## config.mk

```make
export PLATFORM = sky130hd
export DESIGN_NAME = rgb_led_frame_encoder_flat
export DESIGN_NICKNAME = d
export VERILOG_FILES = /design/src/hdl/rlfe_pkg.sv /design/src/hdl/rlfe_if.sv /design/src/hdl/rlfe_capture.sv /design/src/hdl/rlfe_seq.sv /design/src/hdl/rgb_led_frame_encoder.sv /design/src/flat_wrapper.sv
export SDC_FILE = /design/constraint.sdc
export NUM_CORES = 1
export LEC_CHECK = 0
export BUFFER_PORTS_ARGS = -buffer_cell sky130_fd_sc_hd__buf_2
export CAP_MARGIN = 20
export CORE_ASPECT_RATIO = 0.5
export CORE_MARGIN = 5
export CORE_UTILIZATION = 40
export CTS_CLUSTER_DIAMETER = 60
export DETAILED_ROUTE_END_ITERATION = 10
export GPL_TIMING_DRIVEN = 0
export MAX_ROUTING_LAYER = met4
export PLACE_DENSITY = 0.61
export REMOVE_ABC_BUFFERS = 1
export SYNTH_ARGS = -nofsm -noshare
export SYNTH_HDL_FRONTEND = slang
export SYNTH_SLANG_ARGS = --single-unit
```

## constraint.sdc

```tcl
create_clock -name clk_i -period 13.5 [get_ports clk_i]
set_input_delay 2.025 -clock clk_i [delete_from_list [all_inputs] [get_ports clk_i]]
set_output_delay 2.025 -clock clk_i [all_outputs]
set_load 0.02 [all_outputs]
```

## src/hdl/rlfe_pkg.sv

```systemverilog
// shared types and constants of the rgb led frame encoder
package rlfe_pkg;

  localparam int MaxLeds      = 256;
  localparam int NumLedsW     = 9;
  localparam int ColourW      = 8;
  localparam int PctW         = 7;
  localparam int BrightW      = 5;
  localparam int ProdW        = ColourW + PctW;
  localparam int CntW         = 6;
  localparam int StartBytes   = 4;

  localparam logic [PctW-1:0]    PctMax     = 7'd100;
  localparam logic [2:0]         HdrMark    = 3'b111;
  localparam logic [ColourW-1:0] StartByte  = 8'h00;
  localparam logic [ColourW-1:0] EndByte    = 8'hFF;
  localparam logic [12:0]        Div100Mul  = 13'd5243;
  localparam int                 Div100Shft = 19;
  localparam logic [9:0]         EndRound   = 10'd15;

  typedef enum logic [2:0] {
    ST_IDLE,
    ST_START,
    ST_HDR,
    ST_BLUE,
    ST_GREEN,
    ST_RED,
    ST_END
  } seq_state_e;

  typedef struct packed {
    logic               load;
    logic               valid;
    logic [BrightW-1:0] bright;
    logic [ProdW-1:0]   prod_b;
    logic [ProdW-1:0]   prod_g;
    logic [ProdW-1:0]   prod_r;
  } slot_t;

  typedef struct packed {
    logic                release_slot;
    logic                busy;
    logic [NumLedsW-1:0] pos;
  } seq_stat_t;

endpackage

```

## src/hdl/rlfe_if.sv

```systemverilog
// led record and output byte channel interfaces
interface rlfe_in_if;
  logic       valid;
  logic       ready;
  logic [7:0] red;
  logic [7:0] green;
  logic [7:0] blue;
  logic [6:0] intensity;
  logic [4:0] brightness;

  modport source (output valid, red, green, blue, intensity, brightness, input ready);
  modport sink (input valid, red, green, blue, intensity, brightness, output ready);
endinterface

interface rlfe_out_if;
  logic       valid;
  logic       ready;
  logic [7:0] data_byte;
  logic       last_of_item;
  logic       last_of_frame;

  modport source (output valid, data_byte, last_of_item, last_of_frame, input ready);
  modport sink (input valid, data_byte, last_of_item, last_of_frame, output ready);
endinterface

```

## src/hdl/rlfe_capture.sv

```systemverilog
// input slot: takes one led record and registers the colour-times-intensity products, not yet divided by 100
module rlfe_capture (
  input  logic                clk_i,
  input  logic                rst_ni,
  rlfe_in_if.sink             in_i,
  input  rlfe_pkg::seq_stat_t stat_i,
  output rlfe_pkg::slot_t     slot_o
);
  import rlfe_pkg::*;

  logic               valid_q, valid_d;
  logic               accept;
  logic [PctW-1:0]    pct;
  logic [BrightW-1:0] bright_q;
  logic [ProdW-1:0]   prod_b_q, prod_g_q, prod_r_q;

  assign in_i.ready = !valid_q || stat_i.release_slot;
  assign accept     = in_i.valid && in_i.ready;
  assign pct        = (in_i.intensity > PctMax) ? PctMax : in_i.intensity;

  always_comb begin
    valid_d = valid_q;
    if (accept) begin
      valid_d = 1'b1;
    end else if (stat_i.release_slot) begin
      valid_d = 1'b0;
    end
  end

  always_ff @(posedge clk_i or negedge rst_ni) begin
    if (!rst_ni) begin
      valid_q <= 1'b0;
    end else begin
      valid_q <= valid_d;
    end
  end

  always_ff @(posedge clk_i) begin
    if (accept) begin
      bright_q <= in_i.brightness;
      prod_b_q <= ProdW'(in_i.blue * pct);
      prod_g_q <= ProdW'(in_i.green * pct);
      prod_r_q <= ProdW'(in_i.red * pct);
    end
  end

  assign slot_o.load   = accept;
  assign slot_o.valid  = valid_q;
  assign slot_o.bright = bright_q;
  assign slot_o.prod_b = prod_b_q;
  assign slot_o.prod_g = prod_g_q;
  assign slot_o.prod_r = prod_r_q;

endmodule

```

## src/hdl/rlfe_seq.sv

```systemverilog
// byte sequencer: frame position, byte selection and output byte register
module rlfe_seq (
  input  logic                          clk_i,
  input  logic                          rst_ni,
  input  logic [rlfe_pkg::NumLedsW-1:0] num_leds_i,
  input  rlfe_pkg::slot_t               slot_i,
  output rlfe_pkg::seq_stat_t           stat_o,
  rlfe_out_if.source                    out_o
);
  import rlfe_pkg::*;

  seq_state_e          state_q, state_d;
  logic [CntW-1:0]     cnt_q, cnt_d;
  logic [NumLedsW-1:0] pos_q, pos_d, pos_inc, frame_n;
  logic [9:0]          end_sum;
  logic [CntW-1:0]     end_cnt;
  logic                frame_done;
  logic                emit, item_done;
  logic [ColourW-1:0]  byte_d;
  logic                last_item_d, last_frame_d;
  logic                out_valid_q;
  logic [ColourW-1:0]  out_byte_q;
  logic                out_item_q, out_frame_q;
  logic [ProdW-1:0]    prod_sel;
  logic [27:0]         quot_full;

  always_comb begin
    if (num_leds_i == '0) begin
      frame_n = NumLedsW'(1);
    end else if (int'(num_leds_i) > MaxLeds) begin
      frame_n = NumLedsW'(MaxLeds);
    end else begin
      frame_n = num_leds_i;
    end
  end

  assign end_sum    = {1'b0, frame_n} + EndRound;
  assign end_cnt    = end_sum[9:4];
  assign pos_inc    = pos_q + NumLedsW'(1);
  assign frame_done = (pos_inc >= frame_n) || (pos_inc == '0);

  // divide by 100 through a reciprocal multiply, exact for products up to 25500
  always_comb begin
    unique case (state_q)
      ST_BLUE:  prod_sel = slot_i.prod_b;
      ST_GREEN: prod_sel = slot_i.prod_g;
      default:  prod_sel = slot_i.prod_r;
    endcase
  end
  assign quot_full = 28'(prod_sel * Div100Mul);

  assign emit = (state_q != ST_IDLE) && (!out_valid_q || out_o.ready);

  always_comb begin
    state_d      = state_q;
    cnt_d        = cnt_q;
    pos_d        = pos_q;
    byte_d       = StartByte;
    last_item_d  = 1'b0;
    last_frame_d = 1'b0;
    item_done    = 1'b0;
    unique case (state_q)
      ST_IDLE: begin
      end
      ST_START: begin
        byte_d = StartByte;
        if (emit) begin
          if (cnt_q == CntW'(StartBytes - 1)) begin
            cnt_d   = '0;
            state_d = ST_HDR;
          end else begin
            cnt_d = cnt_q + CntW'(1);
          end
        end
      end
      ST_HDR: begin
        byte_d = {HdrMark, slot_i.bright};
        if (emit) state_d = ST_BLUE;
      end
      ST_BLUE: begin
        byte_d = quot_full[Div100Shft +: ColourW];
        if (emit) state_d = ST_GREEN;
      end
      ST_GREEN: begin
        byte_d = quot_full[Div100Shft +: ColourW];
        if (emit) state_d = ST_RED;
      end
      ST_RED: begin
        byte_d      = quot_full[Div100Shft +: ColourW];
        last_item_d = !frame_done;
        if (emit) begin
          if (frame_done) begin
            pos_d   = '0;
            cnt_d   = '0;
            state_d = ST_END;
          end else begin
            pos_d     = pos_inc;
            item_done = 1'b1;
          end
        end
      end
      ST_END: begin
        byte_d       = EndByte;
        last_item_d  = (cnt_q + CntW'(1) == end_cnt);
        last_frame_d = last_item_d;
        if (emit) begin
          if (last_item_d) begin
            cnt_d     = '0;
            item_done = 1'b1;
          end else begin
            cnt_d = cnt_q + CntW'(1);
          end
        end
      end
      default: begin
        state_d = ST_IDLE;
      end
    endcase
    if (state_q == ST_IDLE || item_done) begin
      if (slot_i.load) begin
        state_d = (pos_d == '0) ? ST_START : ST_HDR;
      end else begin
        state_d = ST_IDLE;
      end
    end
  end

  always_ff @(posedge clk_i or negedge rst_ni) begin
    if (!rst_ni) begin
      state_q     <= ST_IDLE;
      cnt_q       <= '0;
      pos_q       <= '0;
      out_valid_q <= 1'b0;
    end else begin
      state_q <= state_d;
      cnt_q   <= cnt_d;
      pos_q   <= pos_d;
      if (emit) begin
        out_valid_q <= 1'b1;
      end else if (out_o.ready) begin
        out_valid_q <= 1'b0;
      end
    end
  end

  always_ff @(posedge clk_i) begin
    if (emit) begin
      out_byte_q  <= byte_d;
      out_item_q  <= last_item_d;
      out_frame_q <= last_frame_d;
    end
  end

  assign out_o.valid         = out_valid_q;
  assign out_o.data_byte     = out_byte_q;
  assign out_o.last_of_item  = out_item_q;
  assign out_o.last_of_frame = out_frame_q;

  assign stat_o.release_slot = item_done;
  assign stat_o.busy         = (state_q != ST_IDLE);
  assign stat_o.pos          = pos_q;

endmodule

```

## src/hdl/rgb_led_frame_encoder.sv

```systemverilog
// top level of the rgb led frame encoder
// Takes one LED record per transfer and produces the serial byte stream of an
// APA102-style chain, one byte per output transfer. A record normally takes 4
// bytes (header, blue, green, red); the first record of a frame adds 4 zero
// start bytes and the record that completes a frame adds ceil(n/16) 0xFF end
// bytes, n being num_leds clamped to 1..256. The output byte register moves
// one byte per cycle unless the output stalls, which sets the rate. The next
// record is taken into the input slot as the last byte of the current one is
// registered, so records stream without gaps. num_leds is written through
// cfg_we_i/cfg_wdata_i and resets to 1; write it only while the block is idle.
module rgb_led_frame_encoder (
  input  logic                          clk_i,
  input  logic                          rst_ni,
  input  logic                          cfg_we_i,
  input  logic [rlfe_pkg::NumLedsW-1:0] cfg_wdata_i,
  rlfe_in_if.sink                       in_i,
  rlfe_out_if.source                    out_o
);
  import rlfe_pkg::*;

  logic [NumLedsW-1:0] num_leds_q;
  slot_t               slot;
  seq_stat_t           stat;

  always_ff @(posedge clk_i or negedge rst_ni) begin
    if (!rst_ni) begin
      num_leds_q <= NumLedsW'(1);
    end else if (cfg_we_i) begin
      num_leds_q <= cfg_wdata_i;
    end
  end

  rlfe_capture u_capture (
    .clk_i  (clk_i),
    .rst_ni (rst_ni),
    .in_i   (in_i),
    .stat_i (stat),
    .slot_o (slot)
  );

  rlfe_seq u_seq (
    .clk_i      (clk_i),
    .rst_ni     (rst_ni),
    .num_leds_i (num_leds_q),
    .slot_i     (slot),
    .stat_o     (stat),
    .out_o      (out_o)
  );

  a_frame_end_byte: assert property (@(posedge clk_i) disable iff (!rst_ni)
    out_o.valid && out_o.last_of_frame |-> out_o.last_of_item && out_o.data_byte == EndByte)
    else $error("frame end byte malformed");

  a_slot_busy: assert property (@(posedge clk_i) disable iff (!rst_ni)
    slot.valid == stat.busy)
    else $error("input slot and sequencer out of step");

  a_pos_range: assert property (@(posedge clk_i) disable iff (!rst_ni)
    stat.busy |-> int'(stat.pos) < MaxLeds)
    else $error("led position beyond frame");

endmodule

```

## src/flat_wrapper.sv

```systemverilog
// flat-port wrapper written by rule: the top's interface ports become plain ports
module rgb_led_frame_encoder_flat import rlfe_pkg::*;
  (clk_i, rst_ni, cfg_we_i, cfg_wdata_i, in_i_valid, in_i_red, in_i_green, in_i_blue, in_i_intensity, in_i_brightness, in_i_ready, out_o_valid, out_o_data_byte, out_o_last_of_item, out_o_last_of_frame, out_o_ready);
  rlfe_in_if in_i_i ();
  rlfe_out_if out_o_i ();
  input  logic clk_i;
  input  logic rst_ni;
  input  logic cfg_we_i;
  input  logic [rlfe_pkg::NumLedsW-1:0] cfg_wdata_i;
  input wire logic [$bits(in_i_i.valid)-1:0] in_i_valid;
  input wire logic [$bits(in_i_i.red)-1:0] in_i_red;
  input wire logic [$bits(in_i_i.green)-1:0] in_i_green;
  input wire logic [$bits(in_i_i.blue)-1:0] in_i_blue;
  input wire logic [$bits(in_i_i.intensity)-1:0] in_i_intensity;
  input wire logic [$bits(in_i_i.brightness)-1:0] in_i_brightness;
  output wire logic [$bits(in_i_i.ready)-1:0] in_i_ready;
  output wire logic [$bits(out_o_i.valid)-1:0] out_o_valid;
  output wire logic [$bits(out_o_i.data_byte)-1:0] out_o_data_byte;
  output wire logic [$bits(out_o_i.last_of_item)-1:0] out_o_last_of_item;
  output wire logic [$bits(out_o_i.last_of_frame)-1:0] out_o_last_of_frame;
  input wire logic [$bits(out_o_i.ready)-1:0] out_o_ready;
  assign in_i_i.valid = in_i_valid;
  assign in_i_i.red = in_i_red;
  assign in_i_i.green = in_i_green;
  assign in_i_i.blue = in_i_blue;
  assign in_i_i.intensity = in_i_intensity;
  assign in_i_i.brightness = in_i_brightness;
  assign in_i_ready = in_i_i.ready;
  assign out_o_valid = out_o_i.valid;
  assign out_o_data_byte = out_o_i.data_byte;
  assign out_o_last_of_item = out_o_i.last_of_item;
  assign out_o_last_of_frame = out_o_i.last_of_frame;
  assign out_o_i.ready = out_o_ready;
  rgb_led_frame_encoder u_core (.clk_i(clk_i), .rst_ni(rst_ni), .cfg_we_i(cfg_we_i), .cfg_wdata_i(cfg_wdata_i), .in_i(in_i_i), .out_o(out_o_i));
endmodule
```

After elaboration in Yosys (flattened, before gate mapping)
Index checks and enable logic that the tools add are counted.

word-level totals
  bits in latches = 0
  memory bits (writable) = 0
  memories kept = 0
  input port bits = 50
  output and inout bits = 12
  ROM bits = 0
  flip-flop bits (word level) = 89
  word-level logic and storage cells = 100

operators by class
  div/mod/pow operators = 0
  multipliers = 4
  shift-type cells = 0
  reduce and logical (&&, ||, !) cells = 21
  muxes and demuxes = 36
  bitwise gates (word level) = 0
  equality and inequality tests = 20
  add/subtract/negate cells = 3
  order comparisons = 3

operators with widths
  kind                                                  count
  multiplier 8 x 7 -> 15 bit                            3
  2-to-1 mux 9 bit                                      5
  2-to-1 mux 6 bit                                      6
  one-hot mux 15 bit (2 select lines)                   1
  zero test 9 bit                                       3
  multiplier 15 x 13 -> 27 bit (second input constant)  1
  2-to-1 mux 3 bit                                      8
  one-hot mux 8 bit (3 select lines)                    1
  inequality test 3 bit (second input constant)         7
  one-hot mux 3 bit (6 select lines)                    1
  one-hot mux 6 bit (3 select lines)                    1
  adder 9 x 4 -> 10 bit (second input constant)         1
  adder 9 x 1 -> 9 bit (second input constant)          1
  == test 3 bit (second input constant)                 3
  >= comparator 9 bit                                   1
  > comparator 9 bit (second input constant)            1
  2-to-1 mux 1 bit                                      8
  inequality test 2 bit (second input constant)         4
  AND reduction 8 bit                                   1
  > comparator 7 bit (second input constant)            1
  2-to-1 mux 7 bit                                      1
  adder 6 x 1 -> 6 bit (second input constant)          1
  == test 3 x 2 -> 1 bit (second input constant)        2
  == test 6 x 2 -> 1 bit (second input constant)        1
  other kinds (14)                                      24

Logic depth before layout (Yosys ltp)
Gate-level depths: netlist of run 1.

  depth in word-level cells = 12
  mapped depth = 28
  depth with buffers taken out = 26

Modules after synthesis
Synthesis of run 1 repeated with hierarchy kept, for this count alone.

unflattened totals
  cell total of the unflattened synthesis = 1525
  area, all modules = 14177.3 um^2

modules (own cells, without submodules)
  module                 seq. area each (um^2)  area an instance (um^2)  instances  cells an instance
  rlfe_capture           1526.5                 7293.2                   1          740
  rlfe_seq               775.7                  6511.2                   1          766
  rgb_led_frame_encoder  226.5                  372.9                    1          19

Least setup slack after synthesis of run 1
No wires, ideal clock.

  path type = input port to flip-flop
  start = input port in_i_intensity[0]
  end = register u_core.u_capture.prod_r_q[14] (data pin)
  data required time = 13.240 ns
  stages on the path = 22
  slack = 6.664 ns
  buffers on the path = 1
  library setup time = 0.260 ns
  data arrival time = 6.576 ns
  cell sequence = o21ai_0 > a21oi_1 > nor2b_1 > clkbuf_1 > nand2_1 > fa_1 > inv_1 > ha_1 > ha_1 > inv_1 > fa_1 > inv_1 > ha_1 > a21o_1 > a21oi_1 > nor2b_1 > o21a_1 > o311a_1 > o21a_1 > o21a_1 > o41a_1 > xnor2_1

on the way
  cells in the longest elaborated chain, start to end = 3

RTL lines
  element                         line                text
  start, declared                 flat_wrapper.sv:14  input wire logic [$bits(in_i_i.intensity)-1:0] in_i_intensity;
  > comparator 7 bit              rlfe_capture.sv:19  assign pct = (in_i.intensity > PctMax) ? PctMax : in_i.intensity;
  2-to-1 mux 7 bit (*)            rlfe_capture.sv:19
  multiplier 8 x 7 -> 15 bit (*)  rlfe_capture.sv:43  prod_r_q <= ProdW'(in_i.red * pct);
  end signal, assigned            rlfe_capture.sv:43
  end, declared                   rlfe_capture.sv:15  logic [ProdW-1:0] prod_b_q, prod_g_q, prod_r_q;

Every way passes the cells marked *; elsewhere a longest branch is shown, timed or not.
A chain may end at the register's enable or synchronous reset.

Final worst setup path of run 1
  start = input port in_i_intensity[6]
  end = register u_core.u_capture.prod_r_q[14] (data pin)

Same word-level chain as after synthesis.

==> results of run 1 <==
## worst max-delay path, cell delays in order
cell and delay (ps):
buf_2 440, nand2_1 630, a21oi_1 470, or2_1 830, nand2_1 170, fa_1 540, inv_1 40, ha_1 280
ha_1 280, inv_1 50, fa_1 530, inv_1 40, ha_1 320, a21o_1 190, a21oi_1 220, nor2b_1 80
o21a_1 190, o311a_1 310, o21a_1 190, o21a_1 190, o41a_1 320, xnor2_1 150
## logic make-up after synthesis
family                     count (synthesis)  synth area share, %
AOI/OAI and AO/OA                        202                 10.8
xor gates and xnor gates                  73                 4.83
adders and majority gates                351                 40.6
buffers and inverters                    310                 8.75
DFF                                       89                 18.7
muxes                                     15                 1.25
and+or+nand+nor                          421                 15.2
## state kept, by name, indices dropped and copies added, names as in the netlist
signal and cells:
u_core.num_leds_q 9, u_core.u_capture.bright_q 5, u_core.u_capture.prod_b_q 15, u_core.u_capture.prod_g_q 15
u_core.u_capture.prod_r_q 15, u_core.u_capture.valid_q 1, u_core.u_seq.cnt_q 6, u_core.u_seq.out_o.data_byte 8
u_core.u_seq.out_o.last_of_frame 1, u_core.u_seq.out_o.last_of_item 1, u_core.u_seq.out_o.valid 1, u_core.u_seq.pos_q 9
u_core.u_seq.state_q 3
## per-stage QoR
stage / worst slack (ps) / instance area (um2)
4_1_cts: 5150 / 14700
2_1_floorplan: 6270 / 13400
5_1_grt: 4750 / 14700
3_3_place_gp: 4330 / 14200
3_5_place_dp: 4740 / 14300
6_report: 5100 / 14700
## routing by layer
metal / track usage, % / vias up / part of all wire [%]
met5: - / - / 0
met4: 3.33 / 0 / 1.2
met3: 2.89 / 24 / 3.4
met2: 25.9 / 144 / 47
met1: 21.4 / 4753 / 49
li1: - / 4921 / -
## final timing paths
path / end / cells past startpoint / startpoint / slack, ps
hold / removal: u_core.u_capture.valid_q$_DFFE_PN0P_ / 2 / u_core.u_capture.valid_q$_DFFE_PN0P_ / 570
setup / recovery: u_core.u_capture.prod_r_q[14]$_DFFE_PP_ / 22 / in_i_intensity[6] / 5100
setup reg to reg: u_core.u_seq.out_o.data_byte[6]$_DFFE_PP_ / 24 / u_core.u_seq.state_q[2]$_DFFE_PN0P_ / 5500
max in group asynchronous: u_core.u_seq.state_q[1]$_DFFE_PN0P_ / 1 / rst_ni / 11340
hold reg to reg: u_core.u_capture.valid_q$_DFFE_PN0P_ / 2 / u_core.u_capture.valid_q$_DFFE_PN0P_ / 570
min in group asynchronous: u_core.u_seq.pos_q[7]$_DFF_PN0_ / 1 / rst_ni / 1690
## Yosys cell counts, types with 3 or more instances
library cell    n  area, um2
a211oi_1        7       52.6
o311ai_2        7        114
mux2_2         11        124
o21a_1         18        135
nand3b_1        4       30.0
xor2_1         35        307
fa_1          146       2920
o31ai_1         3       22.5
o311ai_1        3       26.3
nand2b_1       11       68.8
mux2i_1         3       30.0
buf_2           4       20.0
nor2b_1        13       81.3
o311ai_0        5       43.8
o21ai_0        46        230
nor2_1         73        274
o311a_1         8       80.1
xnor2_1        37        324
and2_1         55        344
and3_1         23        144
nand3_1         8       40.0
o22ai_1        19        119
a2bb2oi_1       3       26.3
a31oi_1         8       50.1
o21bai_1        7       52.6
inv_1         266        998
a22o_1          4       35.0
nor3_1         35        175
or2_2          14       87.6
edfxtp_1       60       1800
o41a_1          3       33.8
ha_1          205       2560
buf_1           6       22.5
clkbuf_1       29        109
o211ai_1        4       30.0
dfrtp_1        28        701
a21o_1          8       60.1
nor4_1          4       25.0
nand2_1       160        601
or3_1           5       31.3
a21oi_1        28        140
## layout make-up
cell class,instances,area (um2)
flip-flops and latches,89,2530
clock buffers,9,225
clock inverters,7,100
well taps,441,552
multi-input cells,1062,9830
repair buffers,73,449
fillers,3200,18500
inverters,268,1010
## cells in the final DEF (no fill, tap or decap), types with 19 or more instances in the layout
master / count
fa_1: 146
and2_1: 54
xor2_1: 35
buf_2: 66
o21ai_0: 46
inv_1: 266
dfrtp_1: 27
o22ai_1: 19
edfxtp_1: 60
and3_1: 23
a21oi_1: 28
nand2_1: 160
ha_1: 205
nor2_1: 72
xnor2_1: 37
nor3_1: 35
==> flow_summary.yaml, run 1 <==
status:
  outcome: "complete, no violations"
synthesis:
  mappedNetlistArea_mm2: 0.0135
  synth_edf_count: 60
  synth_flop_cell: "edfxtp_1"
  syn_avg_cell_area_um2: 9.26
  syn-instance-count: 1461
  synth_seq_cells: 89
  synth_cell_types: 78
  ys_warn_count: 0
  async_flop_share_pct: 32.6
  ys_seq_area_share_pct: 18.7
final_layout:
  stdcell_count: 1949
  nets: 1904
  diodes: 0
  areaGrowthSynthToFinish_pct: 8.56
  layout-drive-gt1-share_pct: 9.28
  fin_util_pct: 44.2
placed_design:
  port-buffer-count: 61
  hpwl_um: 23000
  place_inst: 1930
  place_congestion: 0.870
flow_run:
  cap_violations: 0
global_route:
  grt_max_degree: 57
  antenna_found_initial: 0
  grt_pass1_wl_um: 48600
  grt.overflow.total: 0
  grt_usage_pct: 16.0
  grt_pass1_vias: 9891
floorplanning:
  initial_core_util_pct: 40.7
  fp.dieW_um: 270
  die_h_um: 140
  io_pins: 62
  rows: 47
  coreArea_mm2: 0.0332
  die_area_mm2: 0.0378
drt:
  drt_iter0_drc: 481
  routed_wl_um: 28400
  routedWlPerCell_um: 14.6
  ant_nets: 0
  avgViaCountPerCell: 5.05
  vias: 9842
  drc: 0
  dr.pass1.iters: 7
critical_path:
  required_ps: 13610
  critical_path_class: "input pin to flip-flop"
  arrival_ps: 8510
  critPathCaptureType: "flip-flop"
  worstSetupStartpointType: "input pin"
  critPathMaxFanout: 25
timing:
  timing.final.crit_share_pct: 62.2
  holdWs_ps: 566
  final.setup.tns_ps: 0
  fin_skew_ps: 10.7
  worst_pin_slew_ps: 1010
  slew_headroom_pct: 31.5
  setup_viol: 0
  period_needed_ps: 8400
  final_max_slew_viol_count: 0
  rsz0062_at_grt: "no"
  hold_violations: 0
  max_freq_mhz: 119
clock_tree:
  clk_path_buf_depth: 2
  insertion_delay_ps: 370
  cts.sinks: 89
  cts.clk_slew.worst_paths_ps: 60
  cts_tree: "done"
  hold_buffers: 0
  cts_resized: 0
  cts_made_buffers: 9
  cts_setup_buffers: 0
  root_buffer: "clkbuf_16"
  htreeDepth: 3
hold_path:
  hold_path_class: "flip-flop to flip-flop"
Power of run 1 is left out: the tool's default activity adds up to more than one toggle a clock period on the data nets, which glitch-free logic cannot reach.
==> inputs of run 2 (changes only) <==
--- a/config.mk
+++ b/config.mk
@@ -5,6 +5,7 @@
 export SDC_FILE = /design/constraint.sdc
 export NUM_CORES = 1
 export LEC_CHECK = 0
+export ABC_AREA = 1
 export BUFFER_PORTS_ARGS = -buffer_cell sky130_fd_sc_hd__buf_2
 export CAP_MARGIN = 20
 export CORE_ASPECT_RATIO = 0.5
@@ -14,7 +15,7 @@
 export DETAILED_ROUTE_END_ITERATION = 10
 export GPL_TIMING_DRIVEN = 0
 export MAX_ROUTING_LAYER = met4
-export PLACE_DENSITY = 0.61
+export PLACE_DENSITY = 0.63
 export REMOVE_ABC_BUFFERS = 1
 export SYNTH_ARGS = -nofsm -noshare
 export SYNTH_HDL_FRONTEND = slang
==> constraint.sdc (replaced) <==
create_clock -name clk_i -period 7.62 [get_ports clk_i]
set_input_delay 1.143 -clock clk_i [delete_from_list [all_inputs] [get_ports clk_i]]
set_output_delay 1.143 -clock clk_i [all_outputs]
set_load 0.02 [all_outputs]
==> run 2 against run 1 <==
  * Die area down 1.4%
  * Design area decreased by 1.4%
  * Core utilization fell by 0.31 points
  * Synthesized area down 1.4%
  * Critical endpoint is now u_core.u_seq.out_o.data_byte[3]$_DFFE_PP_
==> flow_summary.yaml, run 2 <==
final_layout:
  fillers: 3250
  layout_commonest_cell: "inv_1"
  top_regs: "u_core.u_capture.prod_b_q (15), u_core.u_capture.prod_g_q (15), u_core.u_capture.prod_r_q (15)"
  layout-drive-gt1-share_pct: 7.44
  final_cell_mix: "inv_1, nand2_1, ha_1, fa_1, nor2_1"
  diodes: 0
  nets: 2062
  multi_input_area_mm2: 0.00927
  ff_latch_area_mm2: 0.00253
  fin_util_pct: 43.9
  areaGrowthSynthToFinish_pct: 8.60
global_route:
  antenna_found_initial: 0
  grt_max_degree: 30
  grt_usage_pct: 16.1
  grt.overflow.total: 0
  grt_pass1_wl_um: 48700
  grt_pass1_vias: 9977
synthesis:
  synth_seq_cells: 89
  syn-instance-count: 1610
  synth_flop_cell: "edfxtp_1"
  ys_warn_count: 0
  synth.area.top_cells: "fa_1, ha_1, edfxtp_1"
  syn_avg_cell_area_um2: 8.28
  synth_top_area_cell: "fa_1"
  synth_edf_count: 60
  ys_seq_area_share_pct: 19.0
  synth_cell_types: 51
  mappedNetlistArea_mm2: 0.0133
  async_flop_share_pct: 32.6
  yosys-top-cells-count: "inv_1, nand2_1, ha_1"
  synth.most_common_cell: "inv_1"
  synthDominantCellAreaShare_pct: 21.9
critical_path:
  critPathCaptureType: "flip-flop"
  crit_top_cell: "inv_1"
  path_delay_family: "adder cells"
  required_ps: 7710
  critPathBufInv: 7
  worstSetupStartpointType: "flip-flop"
  critPathMaxFanout: 13
  max_stage_delay_ps: 580
  cp_slowest_cell: "nor2_2"
  critical_path_class: "flip-flop to flip-flop"
  arrival_ps: 7040
timing:
  max_freq_mhz: 144
  slew_headroom_pct: 35.4
  setup_viol: 0
  fin_skew_ps: 13.7
  period_needed_ps: 6940
  rsz0062_at_grt: "no"
  hold_violations: 0
  worst_pin_slew_ps: 968
  holdWs_ps: 491
  timing.final.crit_share_pct: 91.1
  final_max_slew_viol_count: 0
clock_tree:
  cts.sinks: 89
  hold_buffers: 0
  insertion_delay_ps: 350
  cts_made_buffers: 9
  root_buffer: "clkbuf_16"
  cts.clk_slew.worst_paths_ps: 70
  cts_setup_buffers: 0
  clk_path_buf_depth: 2
  cts_resized: 3
  cts_tree: "done"
  htreeDepth: 3
floorplanning:
  coreArea_mm2: 0.0330
  die_h_um: 139
  rows: 47
  fp.dieW_um: 268
  die_area_mm2: 0.0373
  initial_core_util_pct: 40.4
  io_pins: 62
drt:
  drt_iter0_drc: 459
  dr.pass1.iters: 4
  avgViaCountPerCell: 4.68
  routedWlPerCell_um: 13.3
  vias: 9871
  drc: 0
  ant_nets: 0
  routed_wl_um: 28100
flow_run:
  cap_violations: 0
pwr:
  ir_worst_vdd_mv: 0.0919
  powerDensity_mw_per_mm2: 146
  p_leak_nw: 7.83
placed_design:
  port-buffer-count: 61
  hpwl_um: 24200
  place_congestion: 0.869
hold_path:
  hold_path_class: "flip-flop to flip-flop"
status:
  outcome: "complete, no violations"
[run 2: changes by cell type after synthesis, moves of 14 or more]
cell | previous run | this run
nor2_1 | 73 | 126
inv_1 | 266 | 383
o22ai_1 | 19 | 3
xor2_1 | 35 | 49
nand2_1 | 160 | 303
a21oi_1 | 28 | 63
xnor2_1 | 37 | 17
and3_1 | 23 | 1
and2_1 | 55 | 3
nor3_1 | 35 | 3
nand3_1 | 8 | 38
[run 2: final timing paths]
kind,startpoint,to,slack (ps),cells after the start
max in group asynchronous,rst_ni,u_core.u_seq.cnt_q[0]$_DFFE_PN0P_,6320,1
hold / removal,u_core.u_seq.cnt_q[5]$_DFFE_PN0P_,u_core.u_seq.cnt_q[5]$_DFFE_PN0P_,490,2
setup reg to reg,u_core.u_seq.state_q[2]$_DFFE_PN0P_,u_core.u_seq.out_o.data_byte[3]$_DFFE_PP_,680,25
min in group asynchronous,rst_ni,u_core.num_leds_q[2]$_DFFE_PN0P_,840,1
setup / recovery,u_core.u_seq.state_q[2]$_DFFE_PN0P_,u_core.u_seq.out_o.data_byte[3]$_DFFE_PP_,680,25
hold reg to reg,u_core.u_seq.cnt_q[5]$_DFFE_PN0P_,u_core.u_seq.cnt_q[5]$_DFFE_PN0P_,490,2
[run 2: area by class of cell]
type	instances	area share [%]
clock inverter	7	0.760
sequential	89	17.5
tap	441	3.81
timing repair buffer	62	2.25
inverter	393	10.2
multi-input combinational	1106	64.0
clock buffer	9	1.55
[run 2: worst reg2reg max path, cell delays in order, from the launching register on]
cell and delay [ps]:
dfrtp_1 540, inv_2 180, nor2_2 140, nor2_2 590, clkinvlp_4 470, o21ai_2 400, inv_1 230, ha_1 380
inv_1 70, fa_1 510, inv_1 60, fa_1 470, fa_1 500, inv_1 60, fa_1 530, inv_1 40
ha_1 310, nand2_1 100, nor2_1 50, a211oi_1 160, nand2_1 90, a21oi_1 200, o21ai_0 190, or2_2 310
nand3_1 70, nand2_1 50
[run 2: metrics by stage]
| stage | TNS [ps] | setup slack [ps] | cells | power, mW | instance area, um2 |
|---|---|---|---|---|---|
| finish | 0 | 676 | 2107 | 2.12 | 14500 |
| global placement | -1660 | -384 | 2090 | 1.62 | 14100 |
| CTS | 0 | 224 | 2107 | 2.14 | 14500 |
| floorplan | 0 | 1020 | 1588 | 1.40 | 13300 |
| detailed placement | -2410 | -475 | 2091 | 1.63 | 14100 |
| global route | 0 | 97.4 | 2107 | 2.35 | 14500 |
[run 2: logic make-up after synthesis]
kind of cell,count (synthesis),synth area share [%]
AO/OA/AOI/OAI,172,7.56
XOR/XNOR,66,4.33
adder cells (fa/ha/maj),351,41.1
buffers and inverters,415,11.7
flip-flops,89,19.0
multiplexers,3,0.253
AND/OR/NAND/NOR,514,16.0
[run 2: where the power goes]
group	leakage (nW)	switching, mW	internal, mW	total (mW)
registers	0.913	0.0238	0.593	0.617
clock network	0.165	0.204	0.294	0.498
logic	6.75	0.596	0.407	1.00
[run 2: layer usage]
layer  vias to the layer above  track usage [%]  wire (um)
li1                       5093                -          -
met1                      4622             23.1      14200
met2                       140             25.4      12700
met3                        16             1.38        922
met4                         0             3.02        299
met5                         -                -          0
(Power assumes the default switching activity.)
==> inputs of run 3 (changes only) <==
--- a/config.mk
+++ b/config.mk
@@ -5,7 +5,6 @@
 export SDC_FILE = /design/constraint.sdc
 export NUM_CORES = 1
 export LEC_CHECK = 0
-export ABC_AREA = 1
 export BUFFER_PORTS_ARGS = -buffer_cell sky130_fd_sc_hd__buf_2
 export CAP_MARGIN = 20
 export CORE_ASPECT_RATIO = 0.5
==> run 3 against run 2 <==
  * Critical endpoint is now u_core.u_capture.prod_b_q[14]$_DFFE_PP_
  * Register-to-register slack got worse by 50 ps
  * Core utilization increased by 0.40 points
  * Largest cell class unchanged
  * Via count decreased by 0.43%
==> flow_summary.yaml, run 3 (synthesized netlist as in run 1, its figures left out) <==
status:
  outcome: "complete, no violations"
global_route:
  grt_pass1_vias: 9677
  antenna_found_initial: 0
  grt_usage_pct: 15.6
  grt_max_degree: 58
  grt_pass1_wl_um: 47700
  grt.overflow.total: 0
floorplanning:
  fp.dieW_um: 270
  rows: 47
  initial_core_util_pct: 40.7
  coreArea_mm2: 0.0332
  io_pins: 62
  die_h_um: 140
  die_area_mm2: 0.0378
drt:
  drt_iter0_drc: 437
  dr.pass1.iters: 5
  vias: 9829
  avgViaCountPerCell: 5.05
  drc: 0
  ant_nets: 0
  routed_wl_um: 27800
  routedWlPerCell_um: 14.3
placed_design:
  place_congestion: 0.887
  hpwl_um: 22700
  port-buffer-count: 61
flow_run:
  cap_violations: 0
clock_tree:
  cts_made_buffers: 9
  cts_tree: "done"
  cts_setup_buffers: 0
  insertion_delay_ps: 370
  cts.sinks: 89
  clk_path_buf_depth: 2
  htreeDepth: 3
  hold_buffers: 0
  root_buffer: "clkbuf_16"
  cts.clk_slew.worst_paths_ps: 60
timing:
  rsz0062_at_grt: "no"
  slew_headroom_pct: 36.8
  max_freq_mhz: 140
  final.setup.tns_ps: 0
  setup_viol: 0
  period_needed_ps: 7130
  fin_skew_ps: 10.1
  final_max_slew_viol_count: 0
  timing.final.crit_share_pct: 93.6
  worst_pin_slew_ps: 944
  hold_violations: 0
final_layout:
  fillers: 3245
  top_regs: "u_core.u_capture.prod_b_q (15), u_core.u_capture.prod_g_q (15), u_core.u_capture.prod_r_q (15)"
  layout-drive-gt1-share_pct: 9.75
  multi_input_area_mm2: 0.00985
  ff_latch_area_mm2: 0.00253
  final_cell_mix: "inv_1, ha_1, nand2_1, fa_1, nor2_1"
  layout_commonest_cell: "inv_1"
  nets: 1903
  diodes: 0
  areaGrowthSynthToFinish_pct: 8.78
hold_path:
  min_path_cells: 1
  hold_path_class: "flip-flop to flip-flop"
critical_path:
  cp_slowest_cell: "nand2_1"
  path_cells: "buf_2, nand2_1, a21oi_1, or2_2, nand2_1, fa_1, inv_1, ha_1, inv_1, fa_1, fa_1, inv_1, ha_1, a21oi_1, nor2b_1, o21a_1, o311a_1, o21a_1, o21a_1, o21ba_2, xnor2_1"
  arrival_ps: 7300
  path_delay_family: "adder cells"
  path_depth: 21
  critPathCaptureType: "flip-flop"
  max_stage_delay_ps: 630
  required_ps: 7790
  critPathMaxFanout: 25
  r2r_cells: 24
  critical_path_class: "input pin to flip-flop"
  worstSetupStartpointType: "input pin"
  critPathBufInv: 4
run 3: cell types whose count changed in the layout (fill, tap and decap cells not counted), sizes merged, moves of 16 or more:
| cell | change |
|---|---|
| nand2 | -147 |
| inv | -125 |
| nor2 | -58 |
| and2 | +53 |
| a21oi | -43 |
| nand3 | -33 |
| nor3 | +31 |
| and3 | +22 |
| xnor2 | +20 |
| o21ai | -19 |
| o22ai | +16 |
run 3: path summary, 6_finish.rpt:
kind	start	to	slack, ps
setup reg to reg	u_core.u_seq.state_q[2]$_DFFE_PN0P_	u_core.u_seq.out_o.data_byte[6]$_DFFE_PP_	630
hold reg to reg	u_core.u_seq.cnt_q[1]$_DFFE_PN0P_	u_core.u_seq.cnt_q[1]$_DFFE_PN0P_	570
setup / recovery	in_i_intensity[5]	u_core.u_capture.prod_b_q[14]$_DFFE_PP_	490
min in group asynchronous	rst_ni	u_core.num_leds_q[2]$_DFFE_PN0P_	820
hold / removal	u_core.u_seq.cnt_q[1]$_DFFE_PN0P_	u_core.u_seq.cnt_q[1]$_DFFE_PN0P_	570
max in group asynchronous	rst_ni	u_core.u_seq.state_q[2]$_DFFE_PN0P_	6310
run 3: metrics by stage:
stage / util [%] / cell area (um2) / setup WS, ps / hold WS, ps / std cells
6_report: 44.3 / 14700 / 486 / 569 / 1948
5_1_grt: 44.3 / 14700 / 117 / 594 / 1948
4_1_cts: 44.2 / 14700 / 11.2 / 571 / 1946
3_5_place_dp: 43.2 / 14400 / -459 / 557 / 1930
3_3_place_gp: 42.8 / 14200 / -1580 / 548 / 1921
2_1_floorplan: - / 13400 / 465 / 516 / 1419
run 3: per-layer routing:
layer	routed length (um)	up-vias	track usage, %
li1	-	4897	-
met4	251	0	2.95
met5	0	-	-
met1	13900	4805	21.1
met3	744	17	2.65
met2	12900	110	25.3
run 3: worst reg2reg max path, stage by stage (launching register included):
cell,delay (ps)
dfrtp_2,700
inv_1,290
nand2_2,440
o22ai_1,140
nand2_1,90
o311ai_0,140
clkdlybuf4s18_2,300
inv_1,200
fa_1,430
ha_1,210
fa_1,490
ha_1,290
inv_1,50
fa_1,520
inv_1,40
ha_1,290
a211oi_1,230
o211ai_1,180
a2111oi_2,540
o21ai_0,300
nand2_1,200
a21oi_1,120
a21o_1,220
a211oi_1,220
o31ai_1,100
run 3: final cells by class:
cell class	count	share of cell area, %
Clock buffer	9	1.53
Clock inverter	7	0.697
Inverter	268	6.86
Multi-Input combinational cell	1062	66.9
Sequential cell	89	17.2
Tap cell	441	3.75
Timing Repair Buffer	72	3.04
run 3: repair_timing:
item,4_1_cts,5_1_grt
pin swaps,0,0
resized for setup,3,5
setup endpoints to repair,8,12
Power of run 3 is left out for the same reason.
